[src/design/rau_pkg.sv]
// Shared types and constants for the rational arithmetic unit.
// No dependencies; imported by every module of the block.
package rau_pkg;

	localparam int OPERAND_WIDTH = 16;
	localparam int PROD_WIDTH    = 2 * OPERAND_WIDTH;
	localparam int RES_NUM_WIDTH = PROD_WIDTH + 1;
	localparam int SHIFT_WIDTH   = $clog2(PROD_WIDTH);

	typedef enum logic [1:0] {
		ACT_REDUCE = 2'd0,
		ACT_ADD    = 2'd1,
		ACT_SUB    = 2'd2,
		ACT_NEGATE = 2'd3
	} action_t;

	localparam logic STATUS_OK       = 1'b0;
	localparam logic STATUS_ZERO_DEN = 1'b1;

	typedef struct packed {
		action_t                           action;
		logic signed [OPERAND_WIDTH-1:0]   num_a;
		logic signed [OPERAND_WIDTH-1:0]   den_a;
		logic signed [OPERAND_WIDTH-1:0]   num_b;
		logic signed [OPERAND_WIDTH-1:0]   den_b;
	} req_word_t;

	typedef struct packed {
		logic signed [RES_NUM_WIDTH-1:0]   res_num;
		logic signed [PROD_WIDTH-1:0]      res_den;
		logic                              status;
	} rsp_word_t;

	// Request to the shared add/subtract unit.
	typedef struct packed {
		logic [PROD_WIDTH-1:0] a;
		logic [PROD_WIDTH-1:0] b;
		logic                  sub;
	} alu_req_t;

	// Result of the shared unit; carry set on subtract means a >= b.
	typedef struct packed {
		logic [PROD_WIDTH-1:0] res;
		logic                  carry;
	} alu_rsp_t;

endpackage

[src/design/rau_mul.sv]
// Registered unsigned magnitude multiplier, one product per cycle.
// Depends on rau_pkg.
module rau_mul (
	input  logic                               clk,
	input  logic [rau_pkg::OPERAND_WIDTH-1:0]  a,
	input  logic [rau_pkg::OPERAND_WIDTH-1:0]  b,
	output logic [rau_pkg::PROD_WIDTH-1:0]     p
);
	import rau_pkg::*;

	logic [PROD_WIDTH-1:0] prod;
	logic [PROD_WIDTH-1:0] p_q;

	assign prod = PROD_WIDTH'(a) * PROD_WIDTH'(b);

	always_ff @(posedge clk) begin
		p_q <= prod;
	end

	assign p = p_q;

endmodule

[src/design/rau_alu.sv]
// Shared add/subtract and compare unit, used by combine, GCD and divide steps.
// Depends on rau_pkg.
module rau_alu (
	input  rau_pkg::alu_req_t  req,
	output rau_pkg::alu_rsp_t  rsp
);
	import rau_pkg::*;

	logic [PROD_WIDTH:0] sum;

	// Subtract as a + ~b + 1; carry out then flags a >= b.
	assign sum = {1'b0, req.a} + {1'b0, req.b ^ {PROD_WIDTH{req.sub}}}
		+ (PROD_WIDTH+1)'(req.sub);

	assign rsp.res   = sum[PROD_WIDTH-1:0];
	assign rsp.carry = sum[PROD_WIDTH];

endmodule

[src/design/rational_arith_unit.sv]
// Top level of the rational arithmetic unit: sequencer, operand and result registers.
// Depends on rau_pkg, rau_mul and rau_alu.
//
// Usage: a request word carries an action (reduce A, A+B, A-B, negate A) and two
// signed fractions A = num_a/den_a and B = num_b/den_b. The response word holds the
// result reduced by the GCD of its magnitudes, each part keeping its computed sign,
// or status = zero-denominator with a 0/0 result.
// Both channels are valid/ready; a word moves on an edge where both are high.
// One request is worked on at a time: req_ready is high only while the sequencer
// waits for work. A request runs through these steps in order:
//   accept, two cross products and the denominator product on one shared multiplier,
//   combine, retried once with the operands swapped if it borrowed, zero checks,
//   stripping the t common factors of two (t < 2*OPERAND_WIDTH),
//   binary GCD steps on the shared add/subtract unit, the last one the exit,
//   restoring division of the numerator and then the denominator by the GCD,
//   and a load into the response register.
// Reduce and negate skip the products and the combine. The GCD loop and the two
// divisions all run on the one add/subtract unit; a zero numerator or denominator
// goes from the zero checks straight to the response register.
// Stall: the response register holds its word until rsp_ready; a finished result
// waits in the sequencer until that register is free, and the sequencer does not
// take a new request meanwhile.
// Reset clears the sequencer to idle and drops any pending response.
module rational_arith_unit (
	input  logic                clk,
	input  logic                arst_n,
	input  logic                req_valid,
	output logic                req_ready,
	input  rau_pkg::req_word_t  req,
	output logic                rsp_valid,
	input  logic                rsp_ready,
	output rau_pkg::rsp_word_t  rsp
);
	import rau_pkg::*;

	localparam logic [SHIFT_WIDTH-1:0] CNT_LAST = SHIFT_WIDTH'(PROD_WIDTH - 1);

	typedef enum logic [3:0] {
		S_IDLE,
		S_MUL1,
		S_MUL2,
		S_MUL3,
		S_MULD,
		S_COMB,
		S_COMB2,
		S_CHECK,
		S_TWOS,
		S_GCD,
		S_DIVN,
		S_DIVD,
		S_DONE
	} state_t;

	function automatic logic [OPERAND_WIDTH-1:0] mag_of(input logic [OPERAND_WIDTH-1:0] x);
		mag_of = x[OPERAND_WIDTH-1] ? (~x + 1'b1) : x;
	endfunction

	state_t                    state_q;
	action_t                   act_q;
	logic [OPERAND_WIDTH-1:0]  mna_q, mda_q, mnb_q, mdb_q;
	logic                      sna_q, sda_q, snb_q, sdb_q;
	logic [PROD_WIDTH-1:0]     m1_q, m2_q;
	logic                      s1_q, s2_q;
	logic [PROD_WIDTH-1:0]     mn_q, md_q;
	logic                      sn_q, sd_q;
	logic                      err_q;
	logic [PROD_WIDTH-1:0]     u_q, v_q, g_q;
	logic [SHIFT_WIDTH-1:0]    k_q;
	logic [PROD_WIDTH-1:0]     rem_q, quo_q;
	logic [SHIFT_WIDTH-1:0]    cnt_q;
	logic                      rsp_valid_q;
	rsp_word_t                 rsp_q;

	logic [OPERAND_WIDTH-1:0]  mul_a, mul_b;
	logic [PROD_WIDTH-1:0]     prod;
	alu_req_t                  alu_req;
	alu_rsp_t                  alu_rsp;
	logic [PROD_WIDTH-1:0]     rem_shift;
	logic [PROD_WIDTH-1:0]     quo_next;
	logic                      req_take;

	assign req_ready = (state_q == S_IDLE);
	assign req_take  = req_valid && req_ready;
	assign rsp_valid = rsp_valid_q;
	assign rsp       = rsp_q;

	// Pick multiplier operands for the product of the current step: a cross product or the denominator product.
	always_comb begin
		case (state_q)
			S_MUL1:  begin mul_a = mna_q; mul_b = mdb_q; end
			S_MUL2:  begin mul_a = mda_q; mul_b = mnb_q; end
			default: begin mul_a = mda_q; mul_b = mdb_q; end
		endcase
	end

	rau_mul u_mul (
		.clk (clk),
		.a   (mul_a),
		.b   (mul_b),
		.p   (prod)
	);

	assign rem_shift = {rem_q[PROD_WIDTH-2:0], quo_q[PROD_WIDTH-1]};

	// Route the shared unit to whichever step owns it this cycle.
	always_comb begin
		alu_req.a   = m1_q;
		alu_req.b   = m2_q;
		alu_req.sub = s1_q ^ s2_q;
		case (state_q)
			S_COMB2: begin
				alu_req.a   = m2_q;
				alu_req.b   = m1_q;
				alu_req.sub = 1'b1;
			end
			S_GCD: begin
				alu_req.a   = v_q;
				alu_req.b   = u_q;
				alu_req.sub = 1'b1;
			end
			S_DIVN, S_DIVD: begin
				alu_req.a   = rem_shift;
				alu_req.b   = g_q;
				alu_req.sub = 1'b1;
			end
			default: begin
			end
		endcase
	end

	rau_alu u_alu (
		.req (alu_req),
		.rsp (alu_rsp)
	);

	assign quo_next = {quo_q[PROD_WIDTH-2:0], alu_rsp.carry};

	always_ff @(posedge clk or negedge arst_n) begin
		if (!arst_n) begin
			state_q     <= S_IDLE;
			rsp_valid_q <= 1'b0;
		end else begin
			// Drop the word once taken; a finished result reloads it in S_DONE.
			if (rsp_valid_q && rsp_ready && state_q != S_DONE) begin
				rsp_valid_q <= 1'b0;
			end
			case (state_q)
				S_IDLE: begin
					if (req_take) begin
						act_q <= req.action;
						sna_q <= req.num_a[OPERAND_WIDTH-1];
						sda_q <= req.den_a[OPERAND_WIDTH-1];
						snb_q <= req.num_b[OPERAND_WIDTH-1];
						sdb_q <= req.den_b[OPERAND_WIDTH-1];
						mna_q <= mag_of(req.num_a);
						mda_q <= mag_of(req.den_a);
						mnb_q <= mag_of(req.num_b);
						mdb_q <= mag_of(req.den_b);
						// Reduce and negate take A as it stands, negate with the numerator sign flipped.
						mn_q  <= PROD_WIDTH'(mag_of(req.num_a));
						md_q  <= PROD_WIDTH'(mag_of(req.den_a));
						sn_q  <= req.num_a[OPERAND_WIDTH-1] ^ (req.action == ACT_NEGATE);
						sd_q  <= req.den_a[OPERAND_WIDTH-1];
						err_q <= 1'b0;
						if (req.action == ACT_ADD || req.action == ACT_SUB) begin
							state_q <= S_MUL1;
						end else begin
							state_q <= S_CHECK;
						end
					end
				end
				S_MUL1: begin
					state_q <= S_MUL2;
				end
				S_MUL2: begin
					m1_q    <= prod;
					state_q <= S_MUL3;
				end
				S_MUL3: begin
					m2_q    <= prod;
					state_q <= S_MULD;
				end
				S_MULD: begin
					md_q    <= prod;
					sd_q    <= sda_q ^ sdb_q;
					s1_q    <= sna_q ^ sdb_q;
					s2_q    <= sda_q ^ snb_q ^ (act_q == ACT_SUB);
					state_q <= S_COMB;
				end
				S_COMB: begin
					// Same signs add; otherwise subtract, retry swapped if it borrowed.
					if (!(s1_q ^ s2_q) || alu_rsp.carry) begin
						mn_q    <= alu_rsp.res;
						sn_q    <= s1_q;
						state_q <= S_CHECK;
					end else begin
						state_q <= S_COMB2;
					end
				end
				S_COMB2: begin
					mn_q    <= alu_rsp.res;
					sn_q    <= s2_q;
					state_q <= S_CHECK;
				end
				S_CHECK: begin
					if (md_q == '0) begin
						err_q   <= 1'b1;
						mn_q    <= '0;
						state_q <= S_DONE;
					end else if (mn_q == '0) begin
						// gcd(0, d) is d: result is 0 over a unit denominator.
						sn_q    <= 1'b0;
						md_q    <= PROD_WIDTH'(1);
						state_q <= S_DONE;
					end else begin
						u_q     <= mn_q;
						v_q     <= md_q;
						k_q     <= '0;
						state_q <= S_TWOS;
					end
				end
				S_TWOS: begin
					if (!u_q[0] && !v_q[0]) begin
						u_q <= u_q >> 1;
						v_q <= v_q >> 1;
						k_q <= k_q + 1'b1;
					end else begin
						state_q <= S_GCD;
					end
				end
				S_GCD: begin
					if (v_q == '0) begin
						g_q     <= u_q << k_q;
						rem_q   <= '0;
						quo_q   <= mn_q;
						cnt_q   <= '0;
						state_q <= S_DIVN;
					end else if (!u_q[0]) begin
						u_q <= u_q >> 1;
					end else if (!v_q[0]) begin
						v_q <= v_q >> 1;
					end else if (alu_rsp.carry) begin
						v_q <= alu_rsp.res;
					end else begin
						// Keep u the smaller one.
						u_q <= v_q;
						v_q <= u_q;
					end
				end
				S_DIVN: begin
					if (cnt_q == CNT_LAST) begin
						mn_q    <= quo_next;
						rem_q   <= '0;
						quo_q   <= md_q;
						cnt_q   <= '0;
						state_q <= S_DIVD;
					end else begin
						cnt_q <= cnt_q + 1'b1;
						rem_q <= alu_rsp.carry ? alu_rsp.res : rem_shift;
						quo_q <= quo_next;
					end
				end
				S_DIVD: begin
					cnt_q <= cnt_q + 1'b1;
					rem_q <= alu_rsp.carry ? alu_rsp.res : rem_shift;
					quo_q <= quo_next;
					if (cnt_q == CNT_LAST) begin
						md_q    <= quo_next;
						state_q <= S_DONE;
					end
				end
				S_DONE: begin
					// Hold the result until the response register is free.
					if (!rsp_valid_q || rsp_ready) begin
						rsp_q.res_num <= sn_q ? -{1'b0, mn_q} : {1'b0, mn_q};
						rsp_q.res_den <= err_q ? '0 : (sd_q ? -md_q : md_q);
						rsp_q.status  <= err_q ? STATUS_ZERO_DEN : STATUS_OK;
						rsp_valid_q   <= 1'b1;
						state_q       <= S_IDLE;
					end
				end
				default: begin
					state_q <= S_IDLE;
				end
			endcase
		end
	end

endmodule
[config.mk]
export PLATFORM = sky130hd
export DESIGN_NAME = rational_arith_unit
export DESIGN_NICKNAME = d
export VERILOG_FILES = /design/src/design/rau_pkg.sv /design/src/design/rau_mul.sv /design/src/design/rau_alu.sv /design/src/design/rational_arith_unit.sv
export SDC_FILE = /design/constraint.sdc
export NUM_CORES = 2
export LEC_CHECK = 0
export ABC_CLOCK_PERIOD_IN_PS = 7700
export BUFFER_PORTS_ARGS = -buffer_cell sky130_fd_sc_hd__buf_2
export CELL_PAD_IN_SITES_DETAIL_PLACEMENT = 1
export CELL_PAD_IN_SITES_GLOBAL_PLACEMENT = 1
export CORE_MARGIN = 2
export CORE_UTILIZATION = 47
export CTS_BUF_LIST = sky130_fd_sc_hd__clkbuf_2 sky130_fd_sc_hd__clkbuf_4 sky130_fd_sc_hd__clkbuf_8
export DETAILED_ROUTE_END_ITERATION = 12
export PLACE_DENSITY = 0.84
export SETUP_SLACK_MARGIN = 0.05
export SYNTH_ARGS = -nofsm -noshare
export SYNTH_HDL_FRONTEND = slang
export SYNTH_SLANG_ARGS = --single-unit
[constraint.sdc]
create_clock -name clk -period 7.7 [get_ports clk]
set_input_delay 0.385 -clock clk [delete_from_list [all_inputs] [get_ports clk]]
set_output_delay 0.385 -clock clk [all_outputs]
set_load 0.05 [all_outputs]
# After elaboration in Yosys (flattened, before gate mapping)
# Cells that the tools add are included.
[word_totals]
ff_bits = 475
elab_cells = 206
out_inout_bits = 68
inputBits = 70
[op_classes]
reduce_logical = 41
eq_ne = 34
n_mul = 1
add_sub_neg = 10
n_mux = 73
bitwise_logic = 11
shifts = 1
[ops]
columns = ["operator", "n"]
rows = [
  ["32-bit 2-to-1 mux", 25],
  ["32-bit one-hot mux with 3 select lines", 3],
  ["65-bit one-hot mux with 3 select lines", 1],
  ["32-bit one-hot mux with 5 select lines", 1],
  ["32-bit one-hot mux with 4 select lines", 1],
  ["32-bit zero test", 3],
  ["31-bit 2-to-1 mux", 3],
  ["31-bit one-hot mux with 3 select lines", 1],
  ["16-bit by 1-bit adder with 16-bit output (second input constant)", 4],
  ["16-bit 2-to-1 mux", 4],
  ["16-bit NOT", 4],
  ["4-bit one-hot mux with 13 select lines", 1],
  ["32-bit by 32-bit adder with 33-bit output", 1],
  ["33-bit by 1-bit adder with 33-bit output", 1],
  ["32-bit negator with 33-bit output", 1],
  ["16-bit by 16-bit multiplier with 32-bit output", 1],
  ["32-bit negator", 1],
  ["32-bit by 5-bit << shifter with 32-bit output", 1],
  ["32-bit XOR", 1],
  ["15-bit 2-to-1 mux", 2],
  ["6-bit AND reduction", 5],
  ["2-bit != test (second input constant)", 13],
  ["5-bit 2-to-1 mux", 5],
  ["4-bit 2-to-1 mux", 6],
  ["other kinds (33)", 82],
]

# Depth between registers and ports, before layout
[logic_depth]
ltp_word = 11
depth_mapped = 32
depth_no_buf = 28

# Hierarchy
# A second synthesis with hierarchy kept.
[unflattened]
cells_unflattened = 3271
hier_area_um2 = 34793.4
[modules_own_cells]
columns = ["module", "seq_area_each_um2", "area_per_inst_um2", "instances", "cells_each"]
rows = [
  ["rational_arith_unit", 13277.7, 23490.0, 1, 1952],
  ["rau_mul", 640.6, 9236.4, 1, 1027],
  ["rau_alu", 0.0, 2067.0, 1, 292],
]

# Worst setup path after synthesis
# Ideal clock, no wire load.
[synth_timing]
path_type = "reg-to-reg"
start = "register state_q[0]"
end = "register mn_q[0], enable pin"
n_path_buf = 4
required_time_ps = 7178
synth_period_minus_slack_ps = 7761
path_stages_with_launch = 19
arrival_time_ps = 7239
setup_slack_ps = -61
setup_time_ps = 522
cell_sequence = "dfrtp_1 nor4bb_1 buf_2 a211o_1 clkbuf_1 clkbuf_1 nor2_1 a211oi_1 ha_1 clkbuf_1 nand4_1 or4_1 nand4b_1 nand3_1 a31oi_1 nand2_1 o21ai_1 and3_1 a2111oi_1"
[synth_between]
elab_chain_len = 9
elab_cells_between_ends = 20
cone_classes = "add/sub (2); eq/ne (10); mux (1); bitwise (1); reduce/logical (6)"
[synth_rtl]
columns = ["element", "line_no", "rtl"]
rows = [
  ["from (decl)", "rational_arith_unit.sv:58", "state_t state_q;"],
  ["from (signal assigned)", "rational_arith_unit.sv:140", "state_q <= S_IDLE;"],
  ["from (signal assigned)", "rational_arith_unit.sv:166", "state_q <= S_MUL1;"],
  ["from (signal assigned)", "rational_arith_unit.sv:168", "state_q <= S_CHECK;"],
  ["4-bit == test (on tied branches)", "rational_arith_unit.sv:110, rational_arith_unit.sv:147", ""],
  ["2-bit OR reduction", "rational_arith_unit.sv:110", "case (state_q)"],
  ["65-bit one-hot mux with 3 select lines", "rational_arith_unit.sv:110", ""],
  ["32-bit XOR", "rau_alu.sv:12", "assign sum = {1'b0, req.a} + {1'b0, req.b ^ {PROD_WIDTH{req.sub}}}"],
  ["32-bit by 32-bit adder with 33-bit output", "rau_alu.sv:12", ""],
  ["33-bit by 1-bit adder with 33-bit output", "rau_alu.sv:13", "+ (PROD_WIDTH+1)'(req.sub);"],
  ["1-bit logical OR", "rational_arith_unit.sv:192", "if (!(s1_q ^ s2_q) || alu_rsp.carry) begin"],
  ["2-bit != test (no source line)", "-", ""],
  ["6-bit AND reduction (no source line) *", "-", ""],
  ["to (signal assigned)", "rational_arith_unit.sv:193", "mn_q <= alu_rsp.res;"],
  ["to (signal assigned)", "rational_arith_unit.sv:201", "mn_q <= alu_rsp.res;"],
  ["to (signal assigned)", "rational_arith_unit.sv:252", "mn_q <= quo_next;"],
  ["to (decl)", "rational_arith_unit.sv:64", "logic [PROD_WIDTH-1:0] mn_q, md_q;"],
]
# Every way passes the cells marked *; elsewhere a longest branch is shown, timed or not.
# A chain may end at the register's enable or synchronous reset.

# Worst setup path in the final report
[layout_timing]
start = "register state_q[0]"
end = "register u_mul.p_q[31] (netlist: u_mul.p[31])"
[layout_between]
elab_chain_len = 3
elab_cells_between_ends = 5
cone_classes = "mul (1); eq/ne (2); mux (2)"
[layout_rtl]
columns = ["element", "line_no", "rtl"]
rows = [
  ["4-bit by 1-bit == test with 1-bit output or 4-bit by 2-bit == test with 1-bit output (tied branches)", "rational_arith_unit.sv:89", "case (state_q)"],
  ["16-bit 2-to-1 mux", "rational_arith_unit.sv:89", ""],
  ["16-bit by 16-bit multiplier with 32-bit output *", "rau_mul.sv:14", "assign prod = PROD_WIDTH'(a) * PROD_WIDTH'(b);"],
  ["via u_mul.prod[31]", "rau_mul.sv:11", "logic [PROD_WIDTH-1:0] prod;"],
  ["to (signal assigned)", "rau_mul.sv:17", "p_q <= prod;"],
  ["to (decl)", "rau_mul.sv:12", "logic [PROD_WIDTH-1:0] p_q;"],
]
# Mark *: on every way through the listed nets, which the timed path passes. The rest lies on a longest branch.

==> metrics.txt <==
# TYPE chip_impl_metric gauge
chip_impl_info{name="outcome",value="finished, final reports clean"} 1
chip_impl_metric{name="number_of_antenna_violations_at_the_first_check_in_global_routing",unit=""} 5
chip_impl_metric{name="worstPathArrival",unit="ns"} 7.88
chip_impl_metric{name="clk_transition_reported_paths",unit="ns"} 0.06
chip_impl_metric{name="drt_iter0_drc",unit=""} 4729
chip_impl_info{name="critical_path.most_common_cell",value="fa_1"} 1
chip_impl_metric{name="fin_crit_sh",unit=""} 0.9462
chip_impl_metric{name="maxSlewHeadroom",unit=""} 0.07654
chip_impl_info{name="setup_repair_after_global_routing_missed_its_margin",value="no"} 1
chip_impl_info{name="worst_hold_path_type",value="primary input to flop"} 1
chip_impl_metric{name="synth-async-reset-ratio",unit=""} 0.01053
chip_impl_metric{name="cts_max_path_buffers",unit=""} 3
chip_impl_metric{name="grt_pass1_wl",unit="um"} 191900
chip_impl_metric{name="synth_area",unit="sq mm"} 0.03448
chip_impl_metric{name="route.detailed.wl_per_inst",unit="um"} 28.37
chip_impl_metric{name="via_per_inst",unit=""} 6.496
chip_impl_metric{name="synth-warning-count",unit=""} 0
chip_impl_metric{name="syn_to_final_growth",unit="%"} 11.25
chip_impl_metric{name="port-buffer-count",unit=""} 137
chip_impl_info{name="yosys-top-cells-area",value="edfxtp_1, fa_1, ha_1, nand2_1, xnor2_1"} 1
chip_impl_metric{name="transition_time_at_the_pin_with_the_least_slew_margin",unit="ns"} 1.374
chip_impl_metric{name="synth_seq_cells",unit=""} 475
chip_impl_metric{name="route.antenna.remaining_nets",unit=""} 0
chip_impl_info{name="cts_tree",value="built"} 1
chip_impl_metric{name="globalRouteOverflowTotal",unit=""} 0
chip_impl_metric{name="final_max_slew_viol_count",unit=""} 0
chip_impl_info{name="layout_common_cells",value="edfxtp_1, nand2_1, inv_1"} 1
chip_impl_metric{name="placement_rows",unit=""} 99
chip_impl_info{name="critPathSlowestCell",value="fa_1"} 1
chip_impl_metric{name="dieArea",unit="sq mm"} 0.07555
chip_impl_info{name="rr_endpoint",value="u_mul.p[31]"} 1
chip_impl_metric{name="layout_min_cycle_time",unit="ns"} 7.286
chip_impl_metric{name="drcViolationCount",unit=""} 0
chip_impl_info{name="hold-path-endpoint",value="mdb_q[9]"} 1
chip_impl_metric{name="die_width",unit="um"} 274.9
chip_impl_metric{name="wl",unit="um"} 128800
chip_impl_metric{name="grtUsageTotal",unit=""} 0.3396
chip_impl_metric{name="timing_hold_violations_final",unit=""} 0
chip_impl_metric{name="synth.yosys.seq_area_share",unit=""} 0.4037
chip_impl_metric{name="post-synth-top-area-fraction",unit=""} 0.3815
chip_impl_metric{name="dr_total_vias",unit=""} 29490
chip_impl_metric{name="netlist-cell-type-count",unit=""} 80
chip_impl_metric{name="setup.reg_to_reg.worst_slack",unit="ns"} 0.41
chip_impl_metric{name="clock-sinks",unit=""} 475
chip_impl_metric{name="drt_pre_antenna_iters",unit=""} 10
chip_impl_metric{name="grt_max_degree",unit=""} 92
chip_impl_info{name="r2r_start",value="state_q[0]"} 1
chip_impl_info{name="synth_flop_cell",value="edfxtp_1"} 1
chip_impl_metric{name="routabilityCongestion",unit=""} 0.9909
chip_impl_metric{name="area.sequential",unit="sq mm"} 0.01392
chip_impl_metric{name="nNetsFinal",unit=""} 3924
chip_impl_info{name="clk_root_buffer_cell",value="clkbuf_8"} 1
chip_impl_metric{name="detailed_place_hpwl",unit="um"} 97680
chip_impl_metric{name="die-height",unit="um"} 274.9
chip_impl_metric{name="first_global_vias",unit=""} 30220
chip_impl_metric{name="mappedNetlistNets",unit=""} 3798
chip_impl_metric{name="fp.coreArea",unit="sq mm"} 0.07283
chip_impl_metric{name="critical_path.max_stage_delay",unit="ns"} 0.55
chip_impl_metric{name="highest_clock_rate",unit="MHz"} 137.3
chip_impl_metric{name="clkLatencyLatePin",unit="ns"} 0.71
chip_impl_info{name="hold_path_startpoint",value="req[9]"} 1
chip_impl_metric{name="post_route_cells_drive_above_1_share",unit=""} 0.1303
chip_impl_metric{name="io-pin-count",unit=""} 138
chip_impl_info{name="critPathCaptureType",value="flop"} 1
chip_impl_info{name="timing_worst_setup_path_type",value="flop to flop"} 1
chip_impl_metric{name="cts_buffers",unit=""} 83
chip_impl_metric{name="cts_max_level",unit=""} 3
chip_impl_metric{name="area_taken_by_multi_input_logic_gates",unit="sq mm"} 0.01883
chip_impl_info{name="final_common_cell",value="edfxtp_1"} 1
chip_impl_metric{name="clock-skew-final",unit="ns"} 0.05244
chip_impl_metric{name="hold_path_depth",unit=""} 2
chip_impl_info{name="critical_path.startpoint_type",value="flop"} 1
chip_impl_metric{name="nFillCells",unit=""} 8060
chip_impl_metric{name="ff2ff_path_depth",unit=""} 29
chip_impl_metric{name="initial_core_utilization",unit=""} 0.4734
chip_impl_metric{name="fin_tns_setup",unit="ns"} 0
chip_impl_metric{name="final-setup-viol-count",unit=""} 0
chip_impl_metric{name="postSynthAreaPerCell",unit="sq um"} 10.18
chip_impl_metric{name="path_max_fanout",unit=""} 19
chip_impl_metric{name="synth-edff-count",unit=""} 438
chip_impl_metric{name="cp_data_required_time",unit="ns"} 8.30
chip_impl_info{name="netlist.top_cell.by_area",value="edfxtp_1"} 1
chip_impl_metric{name="count_of_mapped_cells_out_of_synthesis",unit=""} 3388
chip_impl_metric{name="max-cap-violations",unit=""} 0
==> registers in the layout, summed over array words and instances (netlist names), 2 cells and up <==
register,count
rsp,66
g_q,32
m1_q,32
m2_q,32
md_q,32
mn_q,32
quo_q,32
u_mul.p,32
u_q,32
v_q,32
rem_q,31
mda_q,16
mdb_q,16
mna_q,16
mnb_q,16
cnt_q,5
k_q,5
state_q,4
act_q,2
==> metal layers <==
| metal | part of all wire | vias up | GRT usage |
|---|---|---|---|
| li1 | - | 12420 | - |
| met1 | 0.37 | 14810 | 0.4312 |
| met2 | 0.46 | 1832 | 0.5426 |
| met3 | 0.10 | 419 | 0.06764 |
| met4 | 0.068 | 2 | 0.1954 |
| met5 | 0.00010 | - | 0 |
==> cell usage after synthesis, types with 6 or more instances <==
| cell type | n |
|---|---|
| a2bb2oi_1 | 9 |
| o21ai_0 | 163 |
| a21o_1 | 27 |
| a211oi_1 | 21 |
| mux2i_1 | 72 |
| xnor2_1 | 137 |
| o22ai_1 | 13 |
| a22o_1 | 31 |
| o21a_1 | 11 |
| nor4bb_1 | 6 |
| dfxtp_1 | 32 |
| nand4_1 | 13 |
| a211o_1 | 11 |
| or2_2 | 19 |
| mux2_2 | 37 |
| buf_4 | 6 |
| a22oi_1 | 35 |
| and3_1 | 33 |
| and2_1 | 13 |
| a221oi_1 | 7 |
| o211ai_1 | 7 |
| clkbuf_1 | 170 |
| or3_1 | 21 |
| nor2b_1 | 23 |
| a222oi_1 | 119 |
| a21boi_0 | 7 |
| mux4_2 | 13 |
| o41ai_1 | 14 |
| buf_1 | 13 |
| nand2b_1 | 45 |
| nor4_1 | 14 |
| a21oi_1 | 156 |
| or4_1 | 15 |
| xor2_1 | 66 |
| a31oi_1 | 16 |
| ha_1 | 145 |
| nand2_1 | 408 |
| nor3_1 | 34 |
| nor2_1 | 300 |
| nand3_1 | 28 |
| fa_1 | 195 |
| o21bai_1 | 16 |
| edfxtp_1 | 438 |
| o31ai_1 | 36 |
| inv_1 | 310 |
==> stage by stage <==
stage                     std cells  setup slack, ns  utilization  cell area, sq um  hold slack [ns]
after floorplan                3388           0.2653            -             34490          0.08941
after global placement         4370           0.5965       0.4998             36400           0.3016
after detailed placement       4370           0.4050       0.4998             36400           0.3031
after CTS                      4531           0.3965       0.5251             38250         0.002197
after global routing           4535          0.04685       0.5265             38350          0.01451
final                          4539           0.4142       0.5267             38360          0.04105
==> area by class of cell <==
cell class                 instances  area share
multi-input combinational       2406      0.4908
sequential                       475      0.3628
timing repair buffer             234     0.03963
clock buffer                     111     0.03559
tap                              959     0.03128
inverter                         314     0.03073
clock inverter                    36    0.008904
antenna                            4   0.0002609
==> how the worst max path moves through the flow <==
stage,from,to,slack (ns),depth (start not counted)
3_3_place_gp,state_q[0],u_mul.p[31],0.60,27
5_1_grt,state_q[0],u_mul.p[28],0.05,27
4_1_cts,state_q[0],u_mul.p[28],0.40,27
6_report,state_q[0],u_mul.p[31],0.41,29
2_1_floorplan,state_q[3],u_mul.p[28],0.27,26
3_5_place_dp,state_q[3],u_mul.p[30],0.41,24
==> timing repair <==
| item | in CTS | in global routing |
|---|---|---|
| endpoints found under the hold margin | 19 | 0 |
| resized for setup | 0 | 14 |
| setup buffers | 0 | 3 |
| setup endpoints to repair | 0 | 6 |
| hold buffers | 14 | 0 |
==> cells by family after synthesis <==
| family | after synthesis | share of synthesized area |
|---|---|---|
| buffers and inverters | 507 | 0.05599 |
| multiplexers | 123 | 0.04180 |
| XOR/XNOR | 203 | 0.05156 |
| AO/OA/AOI/OAI | 742 | 0.1503 |
| flip-flops | 475 | 0.4037 |
| AND/OR/NAND/NOR | 998 | 0.1308 |
| adder cells (fa/ha/maj) | 340 | 0.1658 |
==> worst max-delay path: cells and delay by family (launching register included) <==
kind / cells / cell delay (ns)
DFF: 1 / 0.37
muxes: 1 / 0.19
and+or+nand+nor: 5 / 0.76
AOI/OAI and AO/OA: 8 / 1.50
buffers and inverters: 8 / 0.96
adders and majority gates: 7 / 3.39
Power is not shown: default switching activity piles up to over one toggle a cycle in this logic, so the estimate is an artifact.
